`src/design/gcpe_pkg.sv`:
```
// Package: payload types, the plan struct, register indexes, reset values.
`timescale 1ns / 1ps

package gcpe_pkg;

   localparam int BYTE_BITS = 8;
   localparam int COORD_W   = 16;
   localparam int COLOR_W   = 16;
   localparam int HEIGHT_W  = 8;
   localparam int CSR_IDX_W = 8;
   localparam int SEL_W     = $clog2(BYTE_BITS);

   // Register indexes of the configuration port
   localparam logic [CSR_IDX_W-1:0] CSR_FG_COLOR = 8'd0;
   localparam logic [CSR_IDX_W-1:0] CSR_BG_COLOR = 8'd1;

   // Reset values
   localparam logic [COLOR_W-1:0]  FG_COLOR_RESET = 16'hFFFF;
   localparam logic [COLOR_W-1:0]  BG_COLOR_RESET = 16'h0000;
   localparam logic [HEIGHT_W-1:0] HEIGHT_RESET   = 8'd1;

   typedef struct packed {
      logic                glyph_start;
      logic [COORD_W-1:0]  origin_x;
      logic [COORD_W-1:0]  origin_y;
      logic [HEIGHT_W-1:0] glyph_height;
      logic                transparent;
      logic [BYTE_BITS-1:0] font_byte;
   } req_payload_type;

   typedef struct packed {
      logic [COORD_W-1:0] pixel_x;
      logic [COORD_W-1:0] pixel_y;
      logic [COLOR_W-1:0] pixel_color;
      logic               last_of_byte;
   } rsp_payload_type;

   // Work for one byte: bit j of the masks is the j-th pixel from the top
   typedef struct packed {
      logic [COORD_W-1:0]   x;
      logic [COORD_W-1:0]   y;
      logic [BYTE_BITS-1:0] write_mask;
      logic [BYTE_BITS-1:0] set_mask;
   } byte_plan_type;

endpackage

```
`src/design/glyph_column_pixel_expander_core.sv`:
```
// Glyph column pixel expander: top level with color registers.
// Each accepted font byte is planned in the cycle it transfers and then
// issues one pixel write per cycle, while the output is not stalled, from a
// single job register, topmost pixel first. A byte causes up to 8 writes
// (one column of 8 or more pixels in opaque mode), fewer at a column end or
// for clear bits in transparent mode, and a byte with no writes causes none.
// The next byte is accepted in the cycle the previous byte's last write
// leaves the job register, while that write waits in the output register,
// so a steady stream yields one write per cycle while rsp_ready stays high.
// Colors are written through the csr_ channel, index 0 for the foreground
// and 1 for the background; it is always ready.
`timescale 1ns / 1ps

module glyph_column_pixel_expander_core
   import gcpe_pkg::*;
(
   input  logic                 clock,
   input  logic                 reset,
   input  logic                 req_valid,
   output logic                 req_ready,
   input  req_payload_type      req_data,
   output logic                 rsp_valid,
   input  logic                 rsp_ready,
   output rsp_payload_type      rsp_data,
   input  logic                 csr_valid,
   output logic                 csr_ready,
   input  logic [CSR_IDX_W-1:0] csr_index,
   input  logic [COLOR_W-1:0]   csr_data
);

   logic [COLOR_W-1:0] fg_color_ff;
   logic [COLOR_W-1:0] bg_color_ff;
   logic               req_xfer;
   logic               load_ready;
   byte_plan_type      plan;

   assign csr_ready = 1'b1;
   assign req_ready = load_ready;
   assign req_xfer  = req_valid && load_ready;

   // Color registers
   always_ff @(posedge clock) begin
      if (reset) begin
         fg_color_ff <= FG_COLOR_RESET;
         bg_color_ff <= BG_COLOR_RESET;
      end else if (csr_valid) begin
         unique case (csr_index)
            CSR_FG_COLOR: fg_color_ff <= csr_data;
            CSR_BG_COLOR: bg_color_ff <= csr_data;
            default: ;
         endcase
      end
   end

   gcpe_planner u_planner (
      .clock    (clock),
      .reset    (reset),
      .load     (req_xfer),
      .req_data (req_data),
      .plan     (plan)
   );

   gcpe_emitter u_emitter (
      .clock      (clock),
      .reset      (reset),
      .load       (req_xfer),
      .plan       (plan),
      .fg_color   (fg_color_ff),
      .bg_color   (bg_color_ff),
      .load_ready (load_ready),
      .rsp_valid  (rsp_valid),
      .rsp_ready  (rsp_ready),
      .rsp_data   (rsp_data)
   );

endmodule

```
`src/design/gcpe_planner.sv`:
```
// Column tracker: holds the glyph position and plans the writes of each byte.
`timescale 1ns / 1ps

module gcpe_planner
   import gcpe_pkg::*;
(
   input  logic            clock,
   input  logic            reset,
   input  logic            load,
   input  req_payload_type req_data,
   output byte_plan_type   plan
);

   logic [COORD_W-1:0]   cur_x_ff, cur_x_in;
   logic [COORD_W-1:0]   cur_y_ff, cur_y_in;
   logic [COORD_W-1:0]   top_y_ff, top_y_in;
   logic [HEIGHT_W-1:0]  height_ff, height_in;
   logic                 transp_ff, transp_in;

   logic [COORD_W-1:0]   eff_x;
   logic [COORD_W-1:0]   eff_y;
   logic [COORD_W-1:0]   row_offset;
   logic [BYTE_BITS-1:0] hit;
   logic [BYTE_BITS-1:0] active;
   logic [BYTE_BITS-1:0] set_bits;

   // Take the new origin on a glyph start, the latched position otherwise
   always_comb begin
      if (req_data.glyph_start) begin
         eff_x     = req_data.origin_x;
         eff_y     = req_data.origin_y;
         top_y_in  = req_data.origin_y;
         height_in = req_data.glyph_height;
         transp_in = req_data.transparent;
      end else begin
         eff_x     = cur_x_ff;
         eff_y     = cur_y_ff;
         top_y_in  = top_y_ff;
         height_in = height_ff;
         transp_in = transp_ff;
      end
      row_offset = eff_y - top_y_in;
   end

   // Find the column end and mark the bits up to and including it
   always_comb begin
      for (int j = 0; j < BYTE_BITS; j++) begin
         hit[j]      = (row_offset + COORD_W'(j + 1)) ==
                       {{(COORD_W-HEIGHT_W){1'b0}}, height_in};
         set_bits[j] = req_data.font_byte[BYTE_BITS-1-j];
      end
      active[0] = 1'b1;
      for (int j = 1; j < BYTE_BITS; j++) begin
         active[j] = active[j-1] & ~hit[j-1];
      end
   end

   // Column end returns to the top and steps right; else rows advance by a byte
   always_comb begin
      if (|hit) begin
         cur_x_in = eff_x + COORD_W'(1);
         cur_y_in = top_y_in;
      end else begin
         cur_x_in = eff_x;
         cur_y_in = eff_y + COORD_W'(BYTE_BITS);
      end
      plan.x          = eff_x;
      plan.y          = eff_y;
      plan.set_mask   = set_bits;
      plan.write_mask = active & (set_bits | {BYTE_BITS{~transp_in}});
   end

   // Advance the position on each input transfer
   always_ff @(posedge clock) begin
      if (reset) begin
         cur_x_ff  <= '0;
         cur_y_ff  <= '0;
         top_y_ff  <= '0;
         height_ff <= HEIGHT_RESET;
         transp_ff <= 1'b0;
      end else if (load) begin
         cur_x_ff  <= cur_x_in;
         cur_y_ff  <= cur_y_in;
         top_y_ff  <= top_y_in;
         height_ff <= height_in;
         transp_ff <= transp_in;
      end
   end

endmodule

```
`src/design/gcpe_emitter.sv`:
```
// Pixel emitter: holds one planned byte, issues its writes one per cycle unless stalled.
`timescale 1ns / 1ps

module gcpe_emitter
   import gcpe_pkg::*;
(
   input  logic               clock,
   input  logic               reset,
   input  logic               load,
   input  byte_plan_type      plan,
   input  logic [COLOR_W-1:0] fg_color,
   input  logic [COLOR_W-1:0] bg_color,
   output logic               load_ready,
   output logic               rsp_valid,
   input  logic               rsp_ready,
   output rsp_payload_type    rsp_data
);

   logic [COORD_W-1:0]   job_x_ff;
   logic [COORD_W-1:0]   job_y_ff;
   logic [BYTE_BITS-1:0] job_set_ff;
   logic [BYTE_BITS-1:0] job_mask_ff, job_mask_in;
   logic                 rsp_valid_ff, rsp_valid_in;
   rsp_payload_type      rsp_data_ff;

   logic [SEL_W-1:0]     sel_idx;
   logic                 sel_found;
   logic [BYTE_BITS-1:0] mask_rest;
   logic                 pop;

   // Pick the topmost pending write
   always_comb begin
      sel_idx   = '0;
      sel_found = 1'b0;
      for (int j = 0; j < BYTE_BITS; j++) begin
         if (job_mask_ff[j] && !sel_found) begin
            sel_idx   = SEL_W'(j);
            sel_found = 1'b1;
         end
      end
      mask_rest = job_mask_ff & (job_mask_ff - BYTE_BITS'(1));
   end

   // Pop into the output slot when it is free or being drained
   always_comb begin
      pop          = (|job_mask_ff) && (!rsp_valid_ff || rsp_ready);
      load_ready   = (job_mask_ff == '0) || (pop && (mask_rest == '0));
      rsp_valid_in = pop || (rsp_valid_ff && !rsp_ready);
      if (load) begin
         job_mask_in = plan.write_mask;
      end else if (pop) begin
         job_mask_in = mask_rest;
      end else begin
         job_mask_in = job_mask_ff;
      end
   end

   // Control registers
   always_ff @(posedge clock) begin
      if (reset) begin
         job_mask_ff  <= '0;
         rsp_valid_ff <= 1'b0;
      end else begin
         job_mask_ff  <= job_mask_in;
         rsp_valid_ff <= rsp_valid_in;
      end
   end

   // Job and output payload
   always_ff @(posedge clock) begin
      if (load) begin
         job_x_ff   <= plan.x;
         job_y_ff   <= plan.y;
         job_set_ff <= plan.set_mask;
      end
      if (pop) begin
         rsp_data_ff.pixel_x      <= job_x_ff;
         rsp_data_ff.pixel_y      <= job_y_ff + COORD_W'(sel_idx);
         rsp_data_ff.pixel_color  <= job_set_ff[sel_idx] ? fg_color : bg_color;
         rsp_data_ff.last_of_byte <= (mask_rest == '0);
      end
   end

   assign rsp_valid = rsp_valid_ff;
   assign rsp_data  = rsp_data_ff;

endmodule

```
`config.mk`:
```
export PLATFORM = sky130hd
export DESIGN_NAME = glyph_column_pixel_expander_core
export DESIGN_NICKNAME = d
export VERILOG_FILES = /design/src/design/gcpe_pkg.sv /design/src/design/glyph_column_pixel_expander_core.sv /design/src/design/gcpe_planner.sv /design/src/design/gcpe_emitter.sv
export SDC_FILE = /design/constraint.sdc
export NUM_CORES = 1
export LEC_CHECK = 0
export ABC_AREA = 1
export BUFFER_PORTS_ARGS = -buffer_cell sky130_fd_sc_hd__buf_2
export CAP_MARGIN = 20
export CORE_AREA = 5 5 156 158
export CTS_CLUSTER_SIZE = 30
export DETAILED_ROUTE_END_ITERATION = 8
export DIE_AREA = 0 0 161 163
export HOLD_SLACK_MARGIN = 0.12
export PLACE_DENSITY = 0.83
export SLEW_MARGIN = 20
export SYNTH_ARGS = -nofsm -noshare
export SYNTH_HDL_FRONTEND = slang
export SYNTH_HIERARCHICAL = 1
export SYNTH_SLANG_ARGS = --single-unit
```
`constraint.sdc`:
```
create_clock -name clock -period 10.8 [get_ports clock]
set_input_delay 1.08 -clock clock [delete_from_list [all_inputs] [get_ports clock]]
set_output_delay 1.08 -clock clock [all_outputs]
set_load 0.005 [all_outputs]
```
==> flow_metrics.tcl <==
set metrics [dict create \
    antenna_found_initial 2 \
    route.detailed.drc 0 \
    hold_buffers 0 \
    start_util_pct 58.2 \
    critical_path_arrival_ps 7280 \
    crit_top_cell "nand2_1" \
    p_seq_share_pct 29.8 \
    fmax_mhz 145 \
    synth_area_leaders "edfxtp_1 20%, nand2_1 17%, dfxtp_1 15%" \
    synth_nets 2097 \
    synthMuxAreaShare_pct 0.0749 \
    grt_pass1_wl_mm 64.7 \
    status "completed" \
    ys_types 50 \
    grt_max_degree 100 \
    yosys.area_share.simple_pct 39.7 \
    ys_warn_count 6 \
    vias 13600 \
    fin_nets 2178 \
    drt-initial-drc-count 1522 \
    fin_worst_skew_ps 19.5 \
    synthXorXnorAreaFrac_pct 3.90 \
    period_share_pct 64.0 \
    min_period_ps 6920 \
    io_pins 131 \
    hold_path_startpoint "u_emitter/job_x_ff[12]" \
    placed_area_um2 14000 \
    core_area_um2 23000 \
    end_kind "flip-flop" \
    power_frac_comb_pct 53.8 \
    synth_edf_count 89 \
    ff2ff_path_depth 26 \
    area_delta_synth_final_pct 9.47 \
    chipWidth_um 161 \
    track_usage_pct 30.8 \
    clk_pin_slew_ps 80 \
    synth-main-ff-cell "dfxtp_1" \
    cp_top_family "simple AND/OR/NAND/NOR gates" \
    dp_hpwl_mm 30.4 \
    via_per_inst 5.74 \
    ant_nets 0 \
    synth_seq_cells 187 \
    syn-cell-area_um2 13400 \
    cp-start-kind "input pin" \
    setup_violations 0 \
    grt_setup_unrepaired "no" \
    yosysMostFrequentCell "nand2_1" \
    dr.pass1.iters 8 \
    slew_headroom_pct 28.8 \
    drt_wl_total_mm 41.5 \
    yosysTopAreaCellShare_pct 20.0 \
    vdd_drop_max_mv 0.154 \
    worst-path-buf-inv 7 \
    netlist_top_cells_count "613 x nand2_1, 270 x nand3_1, 251 x inv_1, 156 x nor2_1, 98 x dfxtp_1" \
    slew_viol_final 0 \
    clk_latency_ps 450 \
    synth_top_family_by_area "simple AND/OR/NAND/NOR gates" \
    cp_slowest_cell "nor2_1" \
    post-route-util_pct 63.7 \
    synthAdderAreaFrac_pct 3.29 \
    whs_path_depth 0 \
    fin_tns_setup_ps 0 \
    r2r_start "u_planner/top_y_ff[0]" \
    crit_type "input pin to flip-flop" \
    grt_overflow 0 \
    hold_viol 0 \
    cts_resized 0 \
    min_to "u_emitter/rsp_data[45]" \
    hold_slack_ps 424 \
    portBuffers 129 \
    fin_area_um2 14600 \
    crit_fanout 54 \
    maxCapViolCount 0 \
    cts_setup_buffers 0 \
    detail_route.wl_per_cell_um 17.5 \
    critical-path-max-stage-delay_ps 480 \
    hold_class "flip-flop to flip-flop" \
    yosys.area.top_type "edfxtp_1" \
    cts_tree "yes" \
    power.switching_mw 2.06 \
    worstReg2RegEnd "u_emitter/job_mask_ff[6]" \
    dieArea_um2 26200 \
    power.internal_mw 2.08 \
    cts_buffers 17 \
    finalWeightedCongestion 1.05 \
    die_y_um 163 \
    synth_compound_area_share_pct 7.75 \
    htreeDepth 4 \
    power.leakage_nw 7.24 \
    ys_seq_area_share_pct 34.7 \
    netlist_instances 1984 \
    worst_ep_required_time_ps 11160 \
    placementRows 56 \
    clock_path_buffers 2 \
    power.density_nw_per_um2 283 \
    grt_pass1_vias 12400 \
    r2r_slack_ps 5230 \
    tightestPinTransition_ps 1070 \
    syn_area_per_cell_um2 6.74 \
    swShare_pct 49.8 \
    post_route_cells_drive_above_1_share_pct 12.4 \
    synth-async-reset-ratio_pct 0 \
    cts-root-buf "clkbuf_16" \
    power.share.clock_pct 16.5 \
    cts_sinks 187 \
]
## per-stage QoR
stage	worst slack (ps)	power (mW)	instances
after floorplan	4720	2.78	1984
after CTS	4090	4.10	2368
after global placement	3760	3.37	2336
final	3880	4.14	2369
after detailed placement	3680	3.41	2336
after global routing	3360	4.41	2369
## power groups by stage
stage | clock, mW | sequential [mW] | combinational, mW
global route | 0.728 | 1.25 | 2.43
detailed placement | 0 | 1.24 | 2.16
finish | 0.683 | 1.23 | 2.23
CTS | 0.691 | 1.23 | 2.18
global placement | 0 | 1.23 | 2.14
floorplan | 0 | 1.22 | 1.56
## worst max path at each step
stage | endpoint | from | slack, ps | depth (start not counted)
finish | u_emitter/job_mask_ff[6] | req_data[49] | 3880 | 30
global route | u_emitter/job_mask_ff[6] | req_data[49] | 3360 | 30
CTS | u_emitter/job_mask_ff[6] | req_data[49] | 4090 | 30
detailed placement | u_emitter/job_mask_ff[6] | req_data[49] | 3680 | 30
global placement | u_emitter/job_mask_ff[6] | req_data[49] | 3760 | 30
floorplan | u_emitter/job_mask_ff[6] | req_data[49] | 4720 | 35
## sequential cells by signal (all words and copies together), names as in the netlist, 16 cells and up
signal,cells
bg_color_ff,16
fg_color_ff,16
u_emitter/job_x_ff,16
u_emitter/job_y_ff,16
u_emitter/rsp_data,49
u_planner/cur_x_ff,16
u_planner/cur_y_ff,16
u_planner/top_y_ff,16
## metal layers
layer	GRT usage, %	up-vias	part of all wire (%)
met4	9.93	2	3.0
met5	0	-	0.029
met1	39.5	6202	40
met3	5.19	102	8.9
met2	53.3	739	48
li1	-	6557	-
## final cells by class
| class | instances | area [um^2] |
|---|---|---|
| fill | 2050 | 8340 |
| timing repair buffer | 136 | 698 |
| antenna | 1 | 2.50 |
| clock buffer | 17 | 425 |
| clock inverter | 15 | 230 |
| inverter | 257 | 966 |
| multi-input combinational | 1466 | 7320 |
| sequential | 187 | 4630 |
| tap | 290 | 363 |
## worst register-to-register path, stage by stage, from the launching register on
cell,delay [ps]
dfxtp_1,320
a21oi_1,220
inv_1,70
ha_1,210
fa_1,390
inv_1,130
nand3_1,120
nand2_1,150
nand2_1,80
nand2_2,180
ha_1,400
nand2_1,260
nor2_1,480
inv_1,90
nor2_1,320
nand3_1,130
nand2_1,100
nand2_1,60
nand3_1,70
nor2_1,50
nand4_1,130
nand2_2,120
nor2_8,450
nand2_2,150
nor3b_1,450
a22oi_1,190
a21oi_1,160
## layout by cell type, fill, tap and decap left out, types with 4 or more instances in the layout
| master | count |
|---|---|
| buf_2 | 129 |
| inv_2 | 6 |
| a21oi_1 | 87 |
| ha_1 | 32 |
| nor2_1 | 156 |
| or2_2 | 18 |
| edfxtp_1 | 89 |
| nor2_4 | 12 |
| nand4_1 | 38 |
| buf_4 | 7 |
| a31oi_1 | 4 |
| nand2_4 | 7 |
| o21ai_0 | 62 |
| clkinv_8 | 4 |
| o211ai_1 | 15 |
| nor2_2 | 10 |
| dfxtp_1 | 98 |
| inv_12 | 4 |
| clkbuf_16 | 17 |
| nor3_1 | 14 |
| inv_1 | 249 |
| nand3_1 | 270 |
| xnor2_1 | 13 |
| nand2_2 | 24 |
| o21a_1 | 7 |
| nand2_1 | 613 |
| nand3b_1 | 5 |
| xor2_1 | 44 |
## cells by family after synthesis
| kind of cell | count (synthesis) |
|---|---|
| AND/OR/NAND/NOR | 1184 |
| buffers and inverters | 331 |
| AO/OA/AOI/OAI | 188 |
| flip-flops | 187 |
| XOR/XNOR | 58 |
| adder cells (fa/ha/maj) | 34 |
| other | 1 |
| multiplexers | 1 |
Power figures use the tool's default switching activity.
